`src/design/atnp_pkg.sv`:
```
// ----------------------------------------------------------------------------
// atnp_pkg
// Shared types, constants and helpers for the ABI type name parser.
// ----------------------------------------------------------------------------
package atnp_pkg;

    localparam int NUM_WIDTH = 16;
    localparam int TOTAL_WIDTH = NUM_WIDTH - 1;
    localparam logic [NUM_WIDTH-1:0] NUM_MAX = '1;

    localparam logic [NUM_WIDTH:0] MAX_TYPE_BITS = (NUM_WIDTH + 1)'(256);
    localparam logic [NUM_WIDTH-1:0] ADDRESS_BITS = NUM_WIDTH'(160);

    localparam logic [7:0] CH_ZERO = 8'h30;
    localparam logic [7:0] CH_NINE = 8'h39;
    localparam logic [7:0] CH_X = 8'h78;
    localparam logic [7:0] CH_LBRACKET = 8'h5B;
    localparam logic [7:0] CH_RBRACKET = 8'h5D;

    localparam int NUM_KEYWORDS = 8;

    // keyword text, first character in the lowest byte
    localparam logic [63:0] KW_TEXT [NUM_KEYWORDS] = '{
        64'h0000_0000_746E_6975,  // uint
        64'h0000_0000_0074_6E69,  // int
        64'h0073_7365_7264_6461,  // address
        64'h0000_0000_6C6F_6F62,  // bool
        64'h0000_0064_6578_6966,  // fixed
        64'h0000_6465_7869_6675,  // ufixed
        64'h0000_0073_6574_7962,  // bytes
        64'h0000_676E_6972_7473   // string
    };
    localparam logic [3:0] KW_LEN [NUM_KEYWORDS] = '{
        4'd4, 4'd3, 4'd7, 4'd4, 4'd5, 4'd6, 4'd5, 4'd6
    };

    typedef enum logic [2:0] {
        PH_KEYWORD = 3'd0,
        PH_WHOLE   = 3'd1,
        PH_DEC     = 3'd2,
        PH_LEN     = 3'd3,
        PH_DONE    = 3'd4,
        PH_ERR     = 3'd5
    } phase_t;

    typedef enum logic [3:0] {
        TC_NONE    = 4'd0,
        TC_UINT    = 4'd1,
        TC_INT     = 4'd2,
        TC_ADDRESS = 4'd3,
        TC_BOOL    = 4'd4,
        TC_FIXED   = 4'd5,
        TC_UFIXED  = 4'd6,
        TC_BYTES   = 4'd7,
        TC_STRING  = 4'd8
    } type_code_t;

    // parser state captured on the last character of a name
    typedef struct packed {
        type_code_t           type_code;
        logic [NUM_WIDTH-1:0] whole;
        logic [NUM_WIDTH-1:0] dec;
        logic [NUM_WIDTH-1:0] len;
        logic                 is_list;
        logic                 syntax_ok;
    } snap_t;

    typedef struct packed {
        type_code_t             type_code;
        logic [NUM_WIDTH-1:0]   whole_bits;
        logic [NUM_WIDTH-1:0]   decimal_bits;
        logic [NUM_WIDTH-1:0]   list_length;
        logic                   is_list;
        logic                   is_dynamic;
        logic [TOTAL_WIDTH-1:0] total_bytes;
        logic                   type_valid;
    } result_t;

    // acc * 10 + d, saturating
    function automatic logic [NUM_WIDTH-1:0] add_digit(
        input logic [NUM_WIDTH-1:0] acc,
        input logic [3:0]           d
    );
        logic [NUM_WIDTH+3:0] v;
        v = {1'b0, acc, 3'b000} + {3'b000, acc, 1'b0} + (NUM_WIDTH + 4)'(d);
        return (|v[NUM_WIDTH+3:NUM_WIDTH]) ? NUM_MAX : v[NUM_WIDTH-1:0];
    endfunction

    function automatic logic is_digit(input logic [7:0] c);
        return (c >= CH_ZERO) && (c <= CH_NINE);
    endfunction

endpackage

```
`src/design/atnp_scanner.sv`:
```
// ----------------------------------------------------------------------------
// atnp_scanner
// Character scanner: keyword match, number accumulation and grammar tracking,
// with a snapshot register loaded on the last character of each name.
// ----------------------------------------------------------------------------
module atnp_scanner
    import atnp_pkg::*;
(
    input  logic       aclk,
    input  logic       aresetn,
    input  logic       char_valid,
    output logic       char_ready,
    input  logic [7:0] char_data,
    input  logic       char_last,
    output logic       snap_valid,
    input  logic       snap_take,
    output snap_t      snap
);

    phase_t               phase_reg, phase_next;
    logic [7:0]           live_reg, live_next;
    logic [2:0]           idx_reg, idx_next;
    logic [NUM_WIDTH-1:0] whole_reg, whole_next;
    logic [NUM_WIDTH-1:0] dec_reg, dec_next;
    logic [NUM_WIDTH-1:0] len_reg, len_next;
    logic [1:0]           seen_reg, seen_next;
    logic                 err_reg, err_next;

    logic                 snap_valid_reg, snap_valid_next;
    snap_t                snap_reg, snap_next;

    logic [7:0]           kw_match;
    logic [7:0]           kw_hit;
    logic                 accept;
    logic                 name_end;

    assign char_ready = !snap_valid_reg || snap_take;
    assign accept     = char_valid && char_ready;
    assign name_end   = accept && char_last;
    assign snap_valid = snap_valid_reg;
    assign snap       = snap_reg;

    always_comb begin
        for (int k = 0; k < NUM_KEYWORDS; k++) begin
            kw_match[k] = live_reg[k] && ({1'b0, idx_reg} < KW_LEN[k])
                && (KW_TEXT[k][{idx_reg, 3'b000} +: 8] == char_data);
            kw_hit[k] = kw_match[k] && (({1'b0, idx_reg} + 4'd1) == KW_LEN[k]);
        end
    end

    always_comb begin
        phase_next = phase_reg;
        live_next  = live_reg;
        idx_next   = idx_reg;
        whole_next = whole_reg;
        dec_next   = dec_reg;
        len_next   = len_reg;
        seen_next  = seen_reg;
        err_next   = err_reg;
        case (phase_reg)
            PH_KEYWORD: begin
                idx_next = idx_reg + 3'd1;
                if (|kw_hit) begin
                    live_next  = kw_hit;
                    phase_next = PH_WHOLE;
                end else begin
                    live_next = kw_match;
                    if (kw_match == 8'd0) begin
                        phase_next = PH_ERR;
                        err_next   = 1'b1;
                    end
                end
            end
            PH_WHOLE: begin
                if (is_digit(char_data)) begin
                    whole_next = add_digit(whole_reg, char_data[3:0]);
                end else if (char_data == CH_X) begin
                    phase_next = PH_DEC;
                end else if (char_data == CH_LBRACKET) begin
                    phase_next = PH_LEN;
                end else begin
                    phase_next = PH_ERR;
                    err_next   = 1'b1;
                end
            end
            PH_DEC: begin
                if (is_digit(char_data)) begin
                    dec_next     = add_digit(dec_reg, char_data[3:0]);
                    seen_next[0] = 1'b1;
                end else begin
                    if (!seen_reg[0]) begin
                        err_next = 1'b1;
                    end
                    if (char_data == CH_LBRACKET) begin
                        phase_next = PH_LEN;
                    end else begin
                        phase_next = PH_ERR;
                        err_next   = 1'b1;
                    end
                end
            end
            PH_LEN: begin
                if (is_digit(char_data)) begin
                    len_next = add_digit(len_reg, char_data[3:0]);
                end else if (char_data == CH_RBRACKET) begin
                    seen_next[1] = 1'b1;
                    phase_next   = PH_DONE;
                end else begin
                    phase_next = PH_ERR;
                    err_next   = 1'b1;
                end
            end
            PH_DONE: begin
                phase_next = PH_ERR;
                err_next   = 1'b1;
            end
            default: begin
            end
        endcase
    end

    // snapshot of the state left by the last character
    always_comb begin
        snap_next           = snap_reg;
        snap_next.type_code = TC_NONE;
        if (phase_next != PH_KEYWORD) begin
            for (int k = 0; k < NUM_KEYWORDS; k++) begin
                if (live_next == (8'd1 << k)) begin
                    snap_next.type_code = type_code_t'(4'(k + 1));
                end
            end
        end
        snap_next.whole   = whole_next;
        snap_next.dec     = dec_next;
        snap_next.len     = len_next;
        snap_next.is_list = seen_next[1];
        snap_next.syntax_ok = !err_next && (snap_next.type_code != TC_NONE)
            && (phase_next != PH_KEYWORD) && (phase_next != PH_ERR)
            && (phase_next != PH_LEN) && !((phase_next == PH_DEC) && !seen_next[0]);
    end

    always_comb begin
        snap_valid_next = snap_valid_reg;
        if (name_end) begin
            snap_valid_next = 1'b1;
        end else if (snap_take) begin
            snap_valid_next = 1'b0;
        end
    end

    always_ff @(posedge aclk) begin
        if (!aresetn) begin
            phase_reg      <= PH_KEYWORD;
            live_reg       <= 8'hFF;
            idx_reg        <= 3'd0;
            whole_reg      <= '0;
            dec_reg        <= '0;
            len_reg        <= '0;
            seen_reg       <= 2'b00;
            err_reg        <= 1'b0;
            snap_valid_reg <= 1'b0;
        end else begin
            snap_valid_reg <= snap_valid_next;
            if (name_end) begin
                phase_reg <= PH_KEYWORD;
                live_reg  <= 8'hFF;
                idx_reg   <= 3'd0;
                whole_reg <= '0;
                dec_reg   <= '0;
                len_reg   <= '0;
                seen_reg  <= 2'b00;
                err_reg   <= 1'b0;
            end else if (accept) begin
                phase_reg <= phase_next;
                live_reg  <= live_next;
                idx_reg   <= idx_next;
                whole_reg <= whole_next;
                dec_reg   <= dec_next;
                len_reg   <= len_next;
                seen_reg  <= seen_next;
                err_reg   <= err_next;
            end
        end
    end

    always_ff @(posedge aclk) begin
        if (name_end) begin
            snap_reg <= snap_next;
        end
    end

    a_restart_after_name: assert property (@(posedge aclk) disable iff (!aresetn)
        name_end |=> (phase_reg == PH_KEYWORD) && (idx_reg == 3'd0) && (live_reg == 8'hFF))
        else $error("parser not restarted after last character");

    a_single_keyword: assert property (@(posedge aclk) disable iff (!aresetn)
        (phase_reg != PH_KEYWORD) |-> $countones(live_reg) <= 1)
        else $error("more than one keyword live after keyword phase");

    a_snap_held: assert property (@(posedge aclk) disable iff (!aresetn)
        (snap_valid_reg && !snap_take) |=> snap_valid_reg && $stable(snap_reg))
        else $error("snapshot lost while waiting");

endmodule

```
`src/design/atnp_checker.sv`:
```
// ----------------------------------------------------------------------------
// atnp_checker
// Per-type rule checks and size arithmetic on a captured name, with the
// result register that drives the output stream.
// ----------------------------------------------------------------------------
module atnp_checker
    import atnp_pkg::*;
(
    input  logic    aclk,
    input  logic    aresetn,
    input  logic    snap_valid,
    output logic    snap_take,
    input  snap_t   snap,
    output logic    res_valid,
    input  logic    res_ready,
    output result_t res
);

    logic                 res_valid_reg, res_valid_next;
    result_t              res_reg, res_next;

    logic                 load;
    logic                 ok;
    logic [NUM_WIDTH-1:0] whole;
    logic [NUM_WIDTH-1:0] bytes_bits;
    logic [NUM_WIDTH:0]   frac_sum;
    logic [NUM_WIDTH+1:0] bit_sum;

    assign load      = !res_valid_reg || res_ready;
    assign snap_take = snap_valid && load;
    assign res_valid = res_valid_reg;
    assign res       = res_reg;

    assign bytes_bits = (|snap.whole[NUM_WIDTH-1:NUM_WIDTH-3]) ? NUM_MAX
                                                               : {snap.whole[NUM_WIDTH-4:0], 3'b000};
    assign frac_sum = {1'b0, snap.whole} + {1'b0, snap.dec};

    always_comb begin
        ok    = snap.syntax_ok;
        whole = snap.whole;
        if (snap.syntax_ok) begin
            case (snap.type_code)
                TC_UINT, TC_INT: begin
                    ok = (snap.whole != '0) && ({1'b0, snap.whole} <= MAX_TYPE_BITS)
                        && (snap.whole[2:0] == 3'd0) && (snap.dec == '0);
                end
                TC_ADDRESS: begin
                    ok = (snap.whole == '0) && (snap.dec == '0);
                    if (ok) begin
                        whole = ADDRESS_BITS;
                    end
                end
                TC_FIXED, TC_UFIXED: begin
                    ok = (snap.whole != '0) && (snap.dec != '0) && (frac_sum <= MAX_TYPE_BITS);
                end
                TC_BYTES: begin
                    whole = bytes_bits;
                    ok = (bytes_bits != '0) && ({1'b0, bytes_bits} <= MAX_TYPE_BITS)
                        && (snap.dec == '0);
                end
                TC_STRING: begin
                    ok = (snap.whole == '0) && (snap.dec == '0);
                end
                default: begin
                end
            endcase
        end
    end

    assign bit_sum = {2'b00, whole} + {2'b00, snap.dec} + (NUM_WIDTH + 2)'(7);

    always_comb begin
        res_next.type_code    = snap.type_code;
        res_next.whole_bits   = whole;
        res_next.decimal_bits = snap.dec;
        res_next.list_length  = snap.len;
        res_next.is_list      = snap.is_list;
        res_next.is_dynamic   = (snap.type_code == TC_BYTES) || (snap.type_code == TC_STRING)
            || (snap.is_list && (snap.len == '0));
        res_next.total_bytes  = bit_sum[NUM_WIDTH+1:3];
        res_next.type_valid   = ok;
    end

    always_comb begin
        res_valid_next = res_valid_reg;
        if (load) begin
            res_valid_next = snap_valid;
        end
    end

    always_ff @(posedge aclk) begin
        if (!aresetn) begin
            res_valid_reg <= 1'b0;
        end else begin
            res_valid_reg <= res_valid_next;
        end
    end

    always_ff @(posedge aclk) begin
        if (snap_take) begin
            res_reg <= res_next;
        end
    end

    a_valid_has_type: assert property (@(posedge aclk) disable iff (!aresetn)
        (res_valid_reg && res_reg.type_valid) |-> (res_reg.type_code != TC_NONE))
        else $error("valid result without a type");

    a_address_width: assert property (@(posedge aclk) disable iff (!aresetn)
        (res_valid_reg && res_reg.type_valid && (res_reg.type_code == TC_ADDRESS))
        |-> (res_reg.whole_bits == ADDRESS_BITS))
        else $error("valid address not reported as 160 bits");

    a_bytes_dynamic: assert property (@(posedge aclk) disable iff (!aresetn)
        (res_valid_reg && (res_reg.type_code == TC_BYTES)) |-> res_reg.is_dynamic)
        else $error("bytes result not marked dynamic");

endmodule

```
`src/design/abi_type_name_parser.sv`:
```
// ----------------------------------------------------------------------------
// abi_type_name_parser
// Streaming parser for contract-parameter type names such as uint256,
// ufixed128x18, bytes32 or address[4].
// ----------------------------------------------------------------------------
// One character is accepted per cycle while s_tready is high, with s_tlast
// on the last character of a name. Each name gives exactly one result item
// after its last character is accepted, passing through the scanner's snapshot
// register and then the checker's result register. The parser restarts on the
// next character, so names can follow each other without gaps, and a waiting
// result does not stop the next name from being scanned.
module abi_type_name_parser
    import atnp_pkg::*;
(
    input  logic        aclk,
    input  logic        aresetn,
    input  logic        s_tvalid,
    output logic        s_tready,
    input  logic [7:0]  s_tdata,   // character
    input  logic        s_tlast,   // final_char
    output logic        m_tvalid,
    input  logic        m_tready,
    // type_code[3:0], whole_bits[19:4], decimal_bits[35:20], list_length[51:36],
    // is_list[52], is_dynamic[53], total_bytes[68:54], type_valid[69], zero fill
    output logic [71:0] m_tdata
);

    logic    snap_valid;
    logic    snap_take;
    snap_t   snap;
    result_t res;

    atnp_scanner u_scanner (
        .aclk       (aclk),
        .aresetn    (aresetn),
        .char_valid (s_tvalid),
        .char_ready (s_tready),
        .char_data  (s_tdata),
        .char_last  (s_tlast),
        .snap_valid (snap_valid),
        .snap_take  (snap_take),
        .snap       (snap)
    );

    atnp_checker u_checker (
        .aclk       (aclk),
        .aresetn    (aresetn),
        .snap_valid (snap_valid),
        .snap_take  (snap_take),
        .snap       (snap),
        .res_valid  (m_tvalid),
        .res_ready  (m_tready),
        .res        (res)
    );

    assign m_tdata = {2'b00, res.type_valid, res.total_bytes, res.is_dynamic, res.is_list,
                      res.list_length, res.decimal_bits, res.whole_bits, res.type_code};

endmodule
```
`config.mk`:
```
export PLATFORM = sky130hd
export DESIGN_NAME = abi_type_name_parser
export DESIGN_NICKNAME = d
export VERILOG_FILES = /design/src/design/atnp_pkg.sv /design/src/design/atnp_scanner.sv /design/src/design/atnp_checker.sv /design/src/design/abi_type_name_parser.sv
export SDC_FILE = /design/constraint.sdc
export NUM_CORES = 1
export LEC_CHECK = 0
export ABC_AREA = 1
export CORE_ASPECT_RATIO = 0.7
export CORE_MARGIN = 2
export CORE_UTILIZATION = 30
export DETAILED_ROUTE_END_ITERATION = 16
export DONT_BUFFER_PORTS = 1
export HOLD_SLACK_MARGIN = 0.02
export PLACE_DENSITY_LB_ADDON = 0.12
export SLEW_MARGIN = 20
export SYNTH_ARGS = -nofsm -noshare
export SYNTH_HDL_FRONTEND = slang
export SYNTH_SLANG_ARGS = --single-unit
```
`constraint.sdc`:
```
create_clock -name aclk -period 7.65 [get_ports aclk]
set_clock_uncertainty 0.2 [all_clocks]
set_input_delay 0.765 -clock aclk [delete_from_list [all_inputs] [get_ports aclk]]
set_output_delay 0.765 -clock aclk [all_outputs]
set_load 0.02 [all_outputs]
```
==> summary.md, run 1 <==
| Metric | Value |
|---|---|
| Cell area after placement | roughly 14,000 sq um |
| Relative slew slack | 0.3541 |
| Count leader, synth | nand2_1 |
| Routed via count | 10,410 |
| Worst Path Max Fanout | 14 |
| Part of the cycle the worst path needs | 0.6833 |
| Final Net Count | 1,735 |
| Synthesized instance count | ~1,600 |
| Core area | 43,400 sq um |
| Crit path launch type | register |
| Most used DFF post-synth | edfxtp_1 |
| Final cell area excluding filler cells | 14,310 sq um |
| CTS root buf | clkbuf_16 |
| Setup ws final | 2.423 ns |
| Starting Density | 0.3021 |
| Fraction of power consumed by combinational cells | 0.166 |
| Slew Viols, Final | 0 |
| Share of cells above drive strength 1 | 0.08527 |
| Synth Warn # | 0 |
| ANT cells | 0 |
| Non-Filler Instances | 2,189 |
| EDFF count, synth | between 100 and 150 |
| Int Power | 1786 uW |
| Setup Viol. Count Final | 0 |
| Setup TNS | 0 ns |
| Seq/Total Area, Yosys | 0.3863 |
| Slew @ Worst Pin | 0.9674 ns |
| Total leakage power | 0.006781 uW |
| RSZ-0062 raised after global routing | no |
| Distinct cell type count of the synthesized netlist | 60 |
| Design Power | 2578 uW |
| Die area | 45,410 sq um |
| Setup bufs post-CTS | 0 |
| First-pass GRT wire length | 55.59 mm |
| Largest net degree at the start of global routing | 75 |
| Post-cts sizing count | 0 |
| Vias in the first global route | 9,838 |
| Final ANT Viol Nets | 0 |
| Placer congestion estimate | 0.8521 |
| Layout area overhead | 9.134% |
| Skew-Pair Late Insertion Delay | 0.46 ns |
| 1st-iter DRT viols | between 600 and 700 |
| Syn_area_per_cell | 8.184 sq um |
| CTS Buf Count | 17 |
| PwrDens | ~180 nW/um^2 |
| Final hold violation count | 0 |
| Max-Cap Viols | 0 |
| Number of synthesized register bits | approximately 190 |
| DP HPWL | around 26 mm |
| Status | completed |
| Crit Path Class | register to register |
| Async set-reset flop share out of synthesis | 0 |
| IO Port Bufs | 0 |
| Via/cell ratio | between 4 and 5 |
| H-tree depth | 4 |
| Arr. time, crit path | ~5.2 ns |
| Worst Path Required | approximately 7.7 ns |
| Class of the worst hold path | primary input to register |
| Worst vdd ir | between 0.0001 and 0.00015 V |
| Clock Power Share | 0.366 |
| Largest cells by area after synthesis | edfxtp_1 28%, ha_1 13%, dfxtp_1 10%, nand2_1 8.7%, inv_1 5.9% |
| Die height | 178.9 um |
| Die W | 253.9 um |
| GR Overflow Total | 0 |
| Hold-fix buffers, CTS | 0 |
| GRT Overall Usage | 0.1589 |
| Residual DRC | 0 |
| Initial antenna violation count | 1 |
| Largest register FFs | 70 |
| CTS tree | done |
| Pre-Repair DR Iteration Count | 5 |
| Top cells by count, synth | 303 x nand2_1, 205 x inv_1, 132 x ha_1 |
| Wirelength per Cell | about 16 um |
| Mapped Area | 13,110 sq um |
| Sequential share of power | 0.468 |
| Clock Sinks | 191 |
| IO Pins | 87 |
| # rows | 64 |
| Dpl cells | 2,157 |
| NetSw | a little under 800 uW |
| Area leader, netlist | edfxtp_1 |
| CTS clk-pin slew, worst paths | 0.08 ns |
| Switch share | 0.3073 |
| Max Root-Sink Buffers | 2 |
| Pre-CTS setup slack | about 2.4 ns |
| Element type at the critical path end | register |
| Max Fclk | about 190 MHz |
| Fin crit period | between 5 and 6 ns |
| Yosys top cell area share | 0.2840 |
| Detailed Route WL | 35.36 mm |
[metal layers]
metal  wire (um)  vias to the layer above  global-route usage
li1            -                     5364                   -
met4         371                        0             0.03627
met3        1622                       20             0.03354
met5           0                        -                   0
met2       14040                      210              0.2301
met1       19330                     4815              0.2384
[logic make-up (layout without fill, tap and decap cells)]
| family | after synthesis | in the layout | synth area share |
|---|---|---|---|
| other | 1 | 2 | 0.0002860 |
| adders and majority gates | 140 | 140 | 0.1382 |
| buffers and inverters | 260 | 252 | 0.07883 |
| AOI/OAI and AO/OA | 308 | 308 | 0.1311 |
| xor gates and xnor gates | 68 | 68 | 0.04657 |
| and+or+nand+nor | 634 | 634 | 0.2186 |
| DFF | 191 | 191 | 0.3863 |
[cells in the final DEF, fill, tap and decap left out, drive strengths merged, types with 16 or more instances in the layout]
master,netlist,final
ha,132,132
dfxtp,67,67
xnor2,28,28
o221ai,16,16
or2,36,36
nor2,134,134
inv,211,217
nand4,22,22
nand2,326,326
a21oi,109,109
edfxtp,124,124
clkbuf,34,17
o21ai,147,147
nand3,79,79
xor2,40,40
[power by group through the flow]
stage,clock (uW),sequential [uW],combinational [uW]
global placement,0,1230,428
global route,1010,1210,491
finish,944,1210,429
detailed placement,0,1230,429
CTS,982,1210,431
floorplan,0,1210,348
[through the flow]
step	utilization	hold WS, ns
6_report	0.3297	0.2018
5_1_grt	0.3297	0.2262
4_1_cts	0.3296	0.1625
3_5_place_dp	0.3156	0.2457
3_3_place_gp	0.3156	0.2490
2_1_floorplan	-	0.2264
[path summary, 6_finish.rpt]
| path | depth (start not counted) | end | slack [ns] | start |
|---|---|---|---|---|
| max | 26 | u_checker.res[14]$_DFFE_PP_ | 2.42 | u_scanner.snap[47]$_DFFE_PP_ |
| min | 2 | u_scanner.snap_valid$_SDFFE_PN0P_ | 0.20 | aresetn |
| max reg2reg | 26 | u_checker.res[14]$_DFFE_PP_ | 2.42 | u_scanner.snap[47]$_DFFE_PP_ |
| min reg2reg | 0 | u_checker.res[27]$_DFFE_PP_ | 0.25 | u_scanner.snap[11]$_DFFE_PP_ |
[final cells by class]
| cell class | instances | area [sq um] |
|---|---|---|
| multi-input cells | 1152 | 7027 |
| inverters | 211 | 797.0 |
| flip-flops and latches | 191 | 5065 |
| repair buffers | 9 | 71.32 |
| clock inverters | 15 | 178.9 |
| fillers | 4599 | 29090 |
| well taps | 594 | 743.2 |
| clock buffers | 17 | 425.4 |
[worst max-delay path, stage by stage, from the launching register on]
cell	delay, ns
edfxtp_1	0.43
nor3_1	0.34
inv_1	0.26
nor3_1	0.33
nand3_1	0.19
nor2_1	0.13
inv_1	0.06
a21oi_1	0.12
buf_4	0.19
o21ai_0	0.13
ha_1	0.24
fa_1	0.42
nand3_1	0.09
nand3_1	0.10
a31oi_1	0.26
xnor2_1	0.20
nand3_2	0.13
inv_2	0.08
and3_4	0.19
nand2_2	0.06
nor2_2	0.16
nand2_2	0.08
nor2_2	0.16
nand2_2	0.09
nor2_4	0.10
nand2_1	0.08
xor2_1	0.14
Note: power is estimated with default switching activity, not from simulation.
==> run 2, diff against run 1 <==
- clock period: 7.65 -> 5.5 ns (I/O delays scaled with it)
==> summary.md, run 2 (synthesis gave the netlist of run 1 again) <==
| Metric | Value |
|---|---|
| Status | completed |
| Clock Power Share | 0.360 |
| Core area | 43,400 sq um |
| ANT cells | 0 |
| Worst reg2reg path depth | 25 |
| Commonest non-fill, non-tap cell in the layout | nand2_1 |
| Dpl cells | around 2,200 |
| Pre-Repair DR Iteration Count | 5 |
| Worst Path Max Fanout | 13 |
| Relative slew slack | 0.2984 |
| GR Overflow Total | 0 |
| CTS root buf | clkbuf_16 |
| Fin util | 0.3301 |
| Crit path capture | u_checker.res[14]$_DFFE_PP_ |
| R2R setup slack | 0.50 ns |
| RSZ-0062 raised after global routing | no |
| Arr. time, crit path | 5.01 ns |
| Slew @ Worst Pin | 1.052 ns |
| Cell area after placement | 13,710 sq um |
| Skew-Pair Late Insertion Delay | 0.45 ns |
| Minimum hold slack | about 0.12 ns |
| Critical R2R Capture | u_checker.res[14]$_DFFE_PP_ |
| Commonest non-fill, non-tap cells in the layout | 303 x nand2_1, 203 x inv_1, 132 x ha_1 |
| CTS Buf Count | 17 |
| Largest register FFs | 70 |
| Total leakage power | 0.006794 uW |
| Starting Density | 0.3021 |
| NetSw | about 1100 uW |
| Sequential share of power | 0.472 |
| Max-Cap Viols | 0 |
| Final hold violation count | 0 |
| Max Fclk | around 200 MHz |
| Fin crit period | 5.004 ns |
| Class of the worst hold path | primary input to register |
| Reg2reg start | u_scanner.snap[47]$_DFFE_PP_ |
| Max Root-Sink Buffers | 2 |
| Residual DRC | 0 |
| Layout area overhead | 9.286% |
| Int Power | 2447 uW |
| First-pass GRT wire length | 56.53 mm |
| Placer congestion estimate | 0.8914 |
| Detailed Route WL | 35.09 mm |
| IO Pins | 87 |
| Worst vdd ir | 0.0002033 V |
| Via/cell ratio | 4.715 |
| GRT Overall Usage | 0.1608 |
| Clock Sinks | around 190 |
| 1st-iter DRT viols | 777 |
| CP startpoint | u_scanner.snap[47]$_DFFE_PP_ |
| Worst Path Required | 5.51 ns |
| Largest net degree at the start of global routing | 75 |
| Switch share | 0.3105 |
| Setup TNS | 0 ns |
| H-tree depth | 4 |
| Crit Path Class | register to register |
| Share of cells above drive strength 1 | 0.08761 |
| Die height | between 150 and 200 um |
| Element type at the critical path end | register |
| Die W | 253.9 um |
| Part of the cycle the worst path needs | 0.9099 |
| Final cell area excluding filler cells | between 10,000 and 15,000 sq um |
| Die area | approximately 45,000 sq um |
| IO Port Bufs | 0 |
| Vias in the first global route | between 9,000 and 10,000 |
| Slew Viols, Final | 0 |
| Non-Filler Instances | 2,192 |
| CTS tree | done |
| Setup Viol. Count Final | 0 |
| CTS clk-pin slew, worst paths | 0.09 ns |
| Final ANT Viol Nets | 0 |
| # rows | 64 |
| Final Net Count | 1,738 |
| PwrDens | around 250 nW/um^2 |
| Initial antenna violation count | 1 |
| Fraction of power consumed by combinational cells | 0.168 |
| Routed via count | 10,340 |
| Wirelength per Cell | 16.01 um |
| DP HPWL | 26.20 mm |
| Crit path launch type | register |
| Setup bufs post-CTS | 0 |
-- run 2: worst min path at each step --
stage,startpoint,endpoint,slack [ns],cells past startpoint
2_1_floorplan,u_scanner.snap[1]$_DFFE_PP_,u_checker.res[17]$_DFFE_PP_,0.23,0
3_3_place_gp,u_scanner.snap[4]$_DFFE_PP_,u_checker.res[20]$_DFFE_PP_,0.24,0
3_5_place_dp,u_scanner.snap[3]$_DFFE_PP_,u_checker.res[19]$_DFFE_PP_,0.25,0
4_1_cts,m_tready,u_checker.res_valid$_SDFFE_PN0P_,0.1,3
5_1_grt,m_tready,u_checker.res_valid$_SDFFE_PN0P_,0.14,3
6_report,m_tready,u_checker.res_valid$_SDFFE_PN0P_,0.12,3
-- run 2: power groups by stage --
stage          Sequential, uW  Combinational, uW  Clock, uW
2_1_floorplan            1680                485          0
3_3_place_gp             1710                597          0
3_5_place_dp             1710                597          0
4_1_cts                  1680                601       1330
5_1_grt                  1690                688       1380
6_report                 1680                597       1280
-- run 2: per-stage QoR --
| step | total power, uW | setup slack (ns) |
|---|---|---|
| finish | 3549 | 0.4958 |
| global route | 3754 | 0.06797 |
| CTS | 3610 | 0.3413 |
| detailed placement | 2305 | 0.3274 |
| global placement | 2306 | 0.4865 |
| floorplan | 2165 | 0.7858 |
-- run 2: timing repair --
| action | CTS | global route |
|---|---|---|
| endpoints found under the setup margin | 0 | 1 |
| hold endpoints to repair | 2 | 0 |
| resized for setup | 0 | 1 |
| hold buffers | 1 | 0 |
-- run 2: layout make-up --
| cell class | instances | area, sq um |
|---|---|---|
| Sequential cell | 191 | 5065 |
| Inverter | 211 | 797.0 |
| Clock inverter | 15 | 172.7 |
| Timing Repair Buffer | 12 | 92.59 |
| Multi-Input combinational cell | 1152 | 7032 |
| Tap cell | 594 | 743.2 |
| Clock buffer | 17 | 425.4 |
| Fill cell | 4597 | 29070 |
-- run 2: metal layers --
layer  vias up  GRT usage  wire length, um  share of wire
met4         0    0.03309              322         0.0092
met5         -          0                0              0
met1      4772     0.2455            19240           0.55
li1       5357          -                -              -
met2       192     0.2287            13910           0.40
met3        14    0.03426             1624          0.046
-- run 2: worst max-delay path: stages, from the launching register on --
cell      delay [ns]
edfxtp_1        0.44
nor3_2          0.28
inv_1           0.08
nor3_1          0.29
nand3_1         0.19
nor2_1          0.13
inv_1           0.07
a21oi_1         0.19
buf_4           0.22
o21ai_0         0.23
fa_1            0.51
nand3_1         0.10
nand3_1         0.11
a31oi_1         0.24
xnor2_1         0.20
nand3_2         0.14
inv_2           0.08
and3_4          0.19
nand2_2         0.06
nor2_2          0.16
nand2_2         0.08
nor2_2          0.16
nand2_2         0.10
nor2_4          0.10
nand2_1         0.08
xor2_1          0.14
==> run 3, diff against run 2 <==
==> constraint.sdc (replaced) <==
create_clock -name aclk -period 5.5 [get_ports aclk]
set_clock_uncertainty 0.2 [all_clocks]
set_input_delay 0.275 -clock aclk [delete_from_list [all_inputs] [get_ports aclk]]
set_output_delay 0.275 -clock aclk [all_outputs]
set_load 0.02 [all_outputs]
==> summary.md, run 3 (synthesis gave the netlist of run 1 again) <==
| Metric | Value |
|---|---|
| Status | completed |
| 1st-iter DRT viols | 596 |
| Max-Cap Viols | 0 |
| Worst Path Max Fanout | 13 |
| Final Net Count | 1,744 |
| Starting Density | 0.3021 |
| Clock Sinks | approximately 190 |
| CTS root buf | clkbuf_16 |
| First-pass GRT wire length | 57.05 mm |
| Crit Path Class | register to register |
| Commonest non-fill, non-tap cells in the layout | 303 x nand2_1, 203 x inv_1, 132 x ha_1 |
| Core area | 43,400 sq um |
| DP HPWL | ~26 mm |
| CTS tree | done |
| CTS Buf Count | 17 |
| Crit path launch type | register |
| Worst Path Required | 5.52 ns |
| Slowest cell on the critical path | fa_1 |
| Clock Power Share | 0.362 |
| Dpl cells | 2,160 |
| Filler cell count | 4,554 |
| Sequential share of power | 0.468 |
| IO Port Bufs | 0 |
| H-tree depth | 4 |
| Layout area overhead | 9.706% |
| Initial antenna violation count | 1 |
| Max Fclk | 198.9 MHz |
| Class of the worst hold path | primary input to register |
| Fin crit period | between 5 and 6 ns |
| Slew Viols, Final | 0 |
| Fraction of power consumed by combinational cells | 0.170 |
| GRT Overall Usage | 0.1630 |
| Die height | 178.9 um |
| NetSw | 1120 uW |
| Die area | 45,410 sq um |
| Int Power | 2451 uW |
| Max Root-Sink Buffers | 2 |
| Detailed Route WL | 35.52 mm |
| ANT cells | 0 |
| Setup TNS | 0 ns |
| Share of cells above drive strength 1 | 0.08728 |
| Wirelength per Cell | 16.16 um |
| Element type at the critical path end | register |
| Worst reg2reg path depth | 25 |
| Setup bufs post-CTS | 0 |
| Relative slew slack | 0.4299 |
| PwrDens | 248.3 nW/um^2 |
| Commonest non-fill, non-tap cell in the layout | nand2_1 |
| Largest register FFs | 70 |
| Pre-Repair DR Iteration Count | 7 |
| Final ANT Viol Nets | 0 |
| CTS clk-pin slew, worst paths | 0.08 ns |
| Worst vdd ir | around 0.00023 V |
| GR Overflow Total | 0 |
| Placer congestion estimate | 0.9050 |
| R2R setup slack | 0.47 ns |
| Residual DRC | 0 |
| # rows | 64 |
| Total leakage power | 0.006820 uW |
| IO Pins | 87 |
| Largest stage delay, worst path | around 0.5 ns |
| Die W | 253.9 um |
| Switch share | 0.3136 |
| Vias in the first global route | 10,030 |
| Slew @ Worst Pin | 0.8552 ns |
| Via/cell ratio | 4.692 |
| Final hold violation count | 0 |
| Part of the cycle the worst path needs | 0.9143 |
| Worst hold path depth | 3 |
| Routed via count | 10,310 |
| Non-Filler Instances | 2,198 |
| Skew-Pair Late Insertion Delay | 0.47 ns |
| Largest net degree at the start of global routing | 75 |
| Arr. time, crit path | 5.05 ns |
| RSZ-0062 raised after global routing | no |
| Setup Viol. Count Final | 0 |
==> run 3: changes by cell type in the layout (fill, tap and decap cells not counted), sizes merged <==
cell         before  now
buf              11   12
inv             217  218
clkinv            7    5
clkbuf           17   18
dlygate4sd3       1    6
==> run 3: repair_timing <==
item,in CTS,in global routing
resized for setup,0,1
hold buffers,6,0
endpoints found under the hold margin,7,0
setup endpoints to repair,0,1
==> run 3: per-layer routing <==
| metal | share of wire | global-route usage | vias up |
|---|---|---|---|
| li1 | - | - | 5378 |
| met1 | 0.56 | 0.2504 | 4743 |
| met2 | 0.39 | 0.2310 | 176 |
| met3 | 0.037 | 0.03020 | 17 |
| met4 | 0.011 | 0.03971 | 0 |
| met5 | 0 | 0 | - |
==> run 3: worst max-delay path, delay by kind of cell (launching register included) <==
| family | cells | cell delay (ns) |
|---|---|---|
| adders and majority gates | 1 | 0.51 |
| buffers and inverters | 4 | 0.45 |
| and+or+nand+nor | 15 | 2.13 |
| xor gates and xnor gates | 2 | 0.34 |
| DFF | 1 | 0.44 |
| AOI/OAI and AO/OA | 3 | 0.69 |
==> run 3: area by class of cell <==
cell class | count | area, sq um | share of cell area
multi-input cells | 1152 | 7032 | 0.4889
flip-flops and latches | 191 | 5065 | 0.3522
inverters | 211 | 797.0 | 0.05542
well taps | 594 | 743.2 | 0.05167
clock buffers | 18 | 429.2 | 0.02984
clock inverters | 14 | 166.4 | 0.01157
repair buffers | 18 | 150.1 | 0.01044
==> run 3: final timing paths <==
check / endpoint / startpoint
setup / recovery: u_checker.res[14]$_DFFE_PP_ / u_scanner.snap[47]$_DFFE_PP_
hold / removal: u_scanner.live_reg[4]$_SDFFE_PP1P_ / s_tvalid
hold reg to reg: u_checker.res[32]$_DFFE_PP_ / u_scanner.snap[16]$_DFFE_PP_
setup reg to reg: u_checker.res[14]$_DFFE_PP_ / u_scanner.snap[47]$_DFFE_PP_
==> run 3: per-stage QoR <==
step	worst slack, ns	hold slack (ns)	power [uW]	area (sq um)	util
floorplan	0.7858	0.1726	2165	13110	-
global placement	0.4876	0.1817	2310	13720	0.3162
detailed placement	0.3405	0.1806	2307	13720	0.3162
CTS	0.3155	0.09384	3625	14380	0.3313
global route	0.01643	0.1344	3768	14380	0.3314
finish	0.4716	0.1168	3571	14380	0.3314
==> run 3: power by group through the flow <==
| stage | Sequential [uW] | Clock [uW] | Combinational (uW) |
|---|---|---|---|
| 6_report | 1670 | 1290 | 607 |
| 5_1_grt | 1680 | 1390 | 700 |
| 4_1_cts | 1670 | 1340 | 610 |
| 3_5_place_dp | 1700 | 0 | 603 |
| 3_3_place_gp | 1700 | 0 | 606 |
| 2_1_floorplan | 1680 | 0 | 485 |
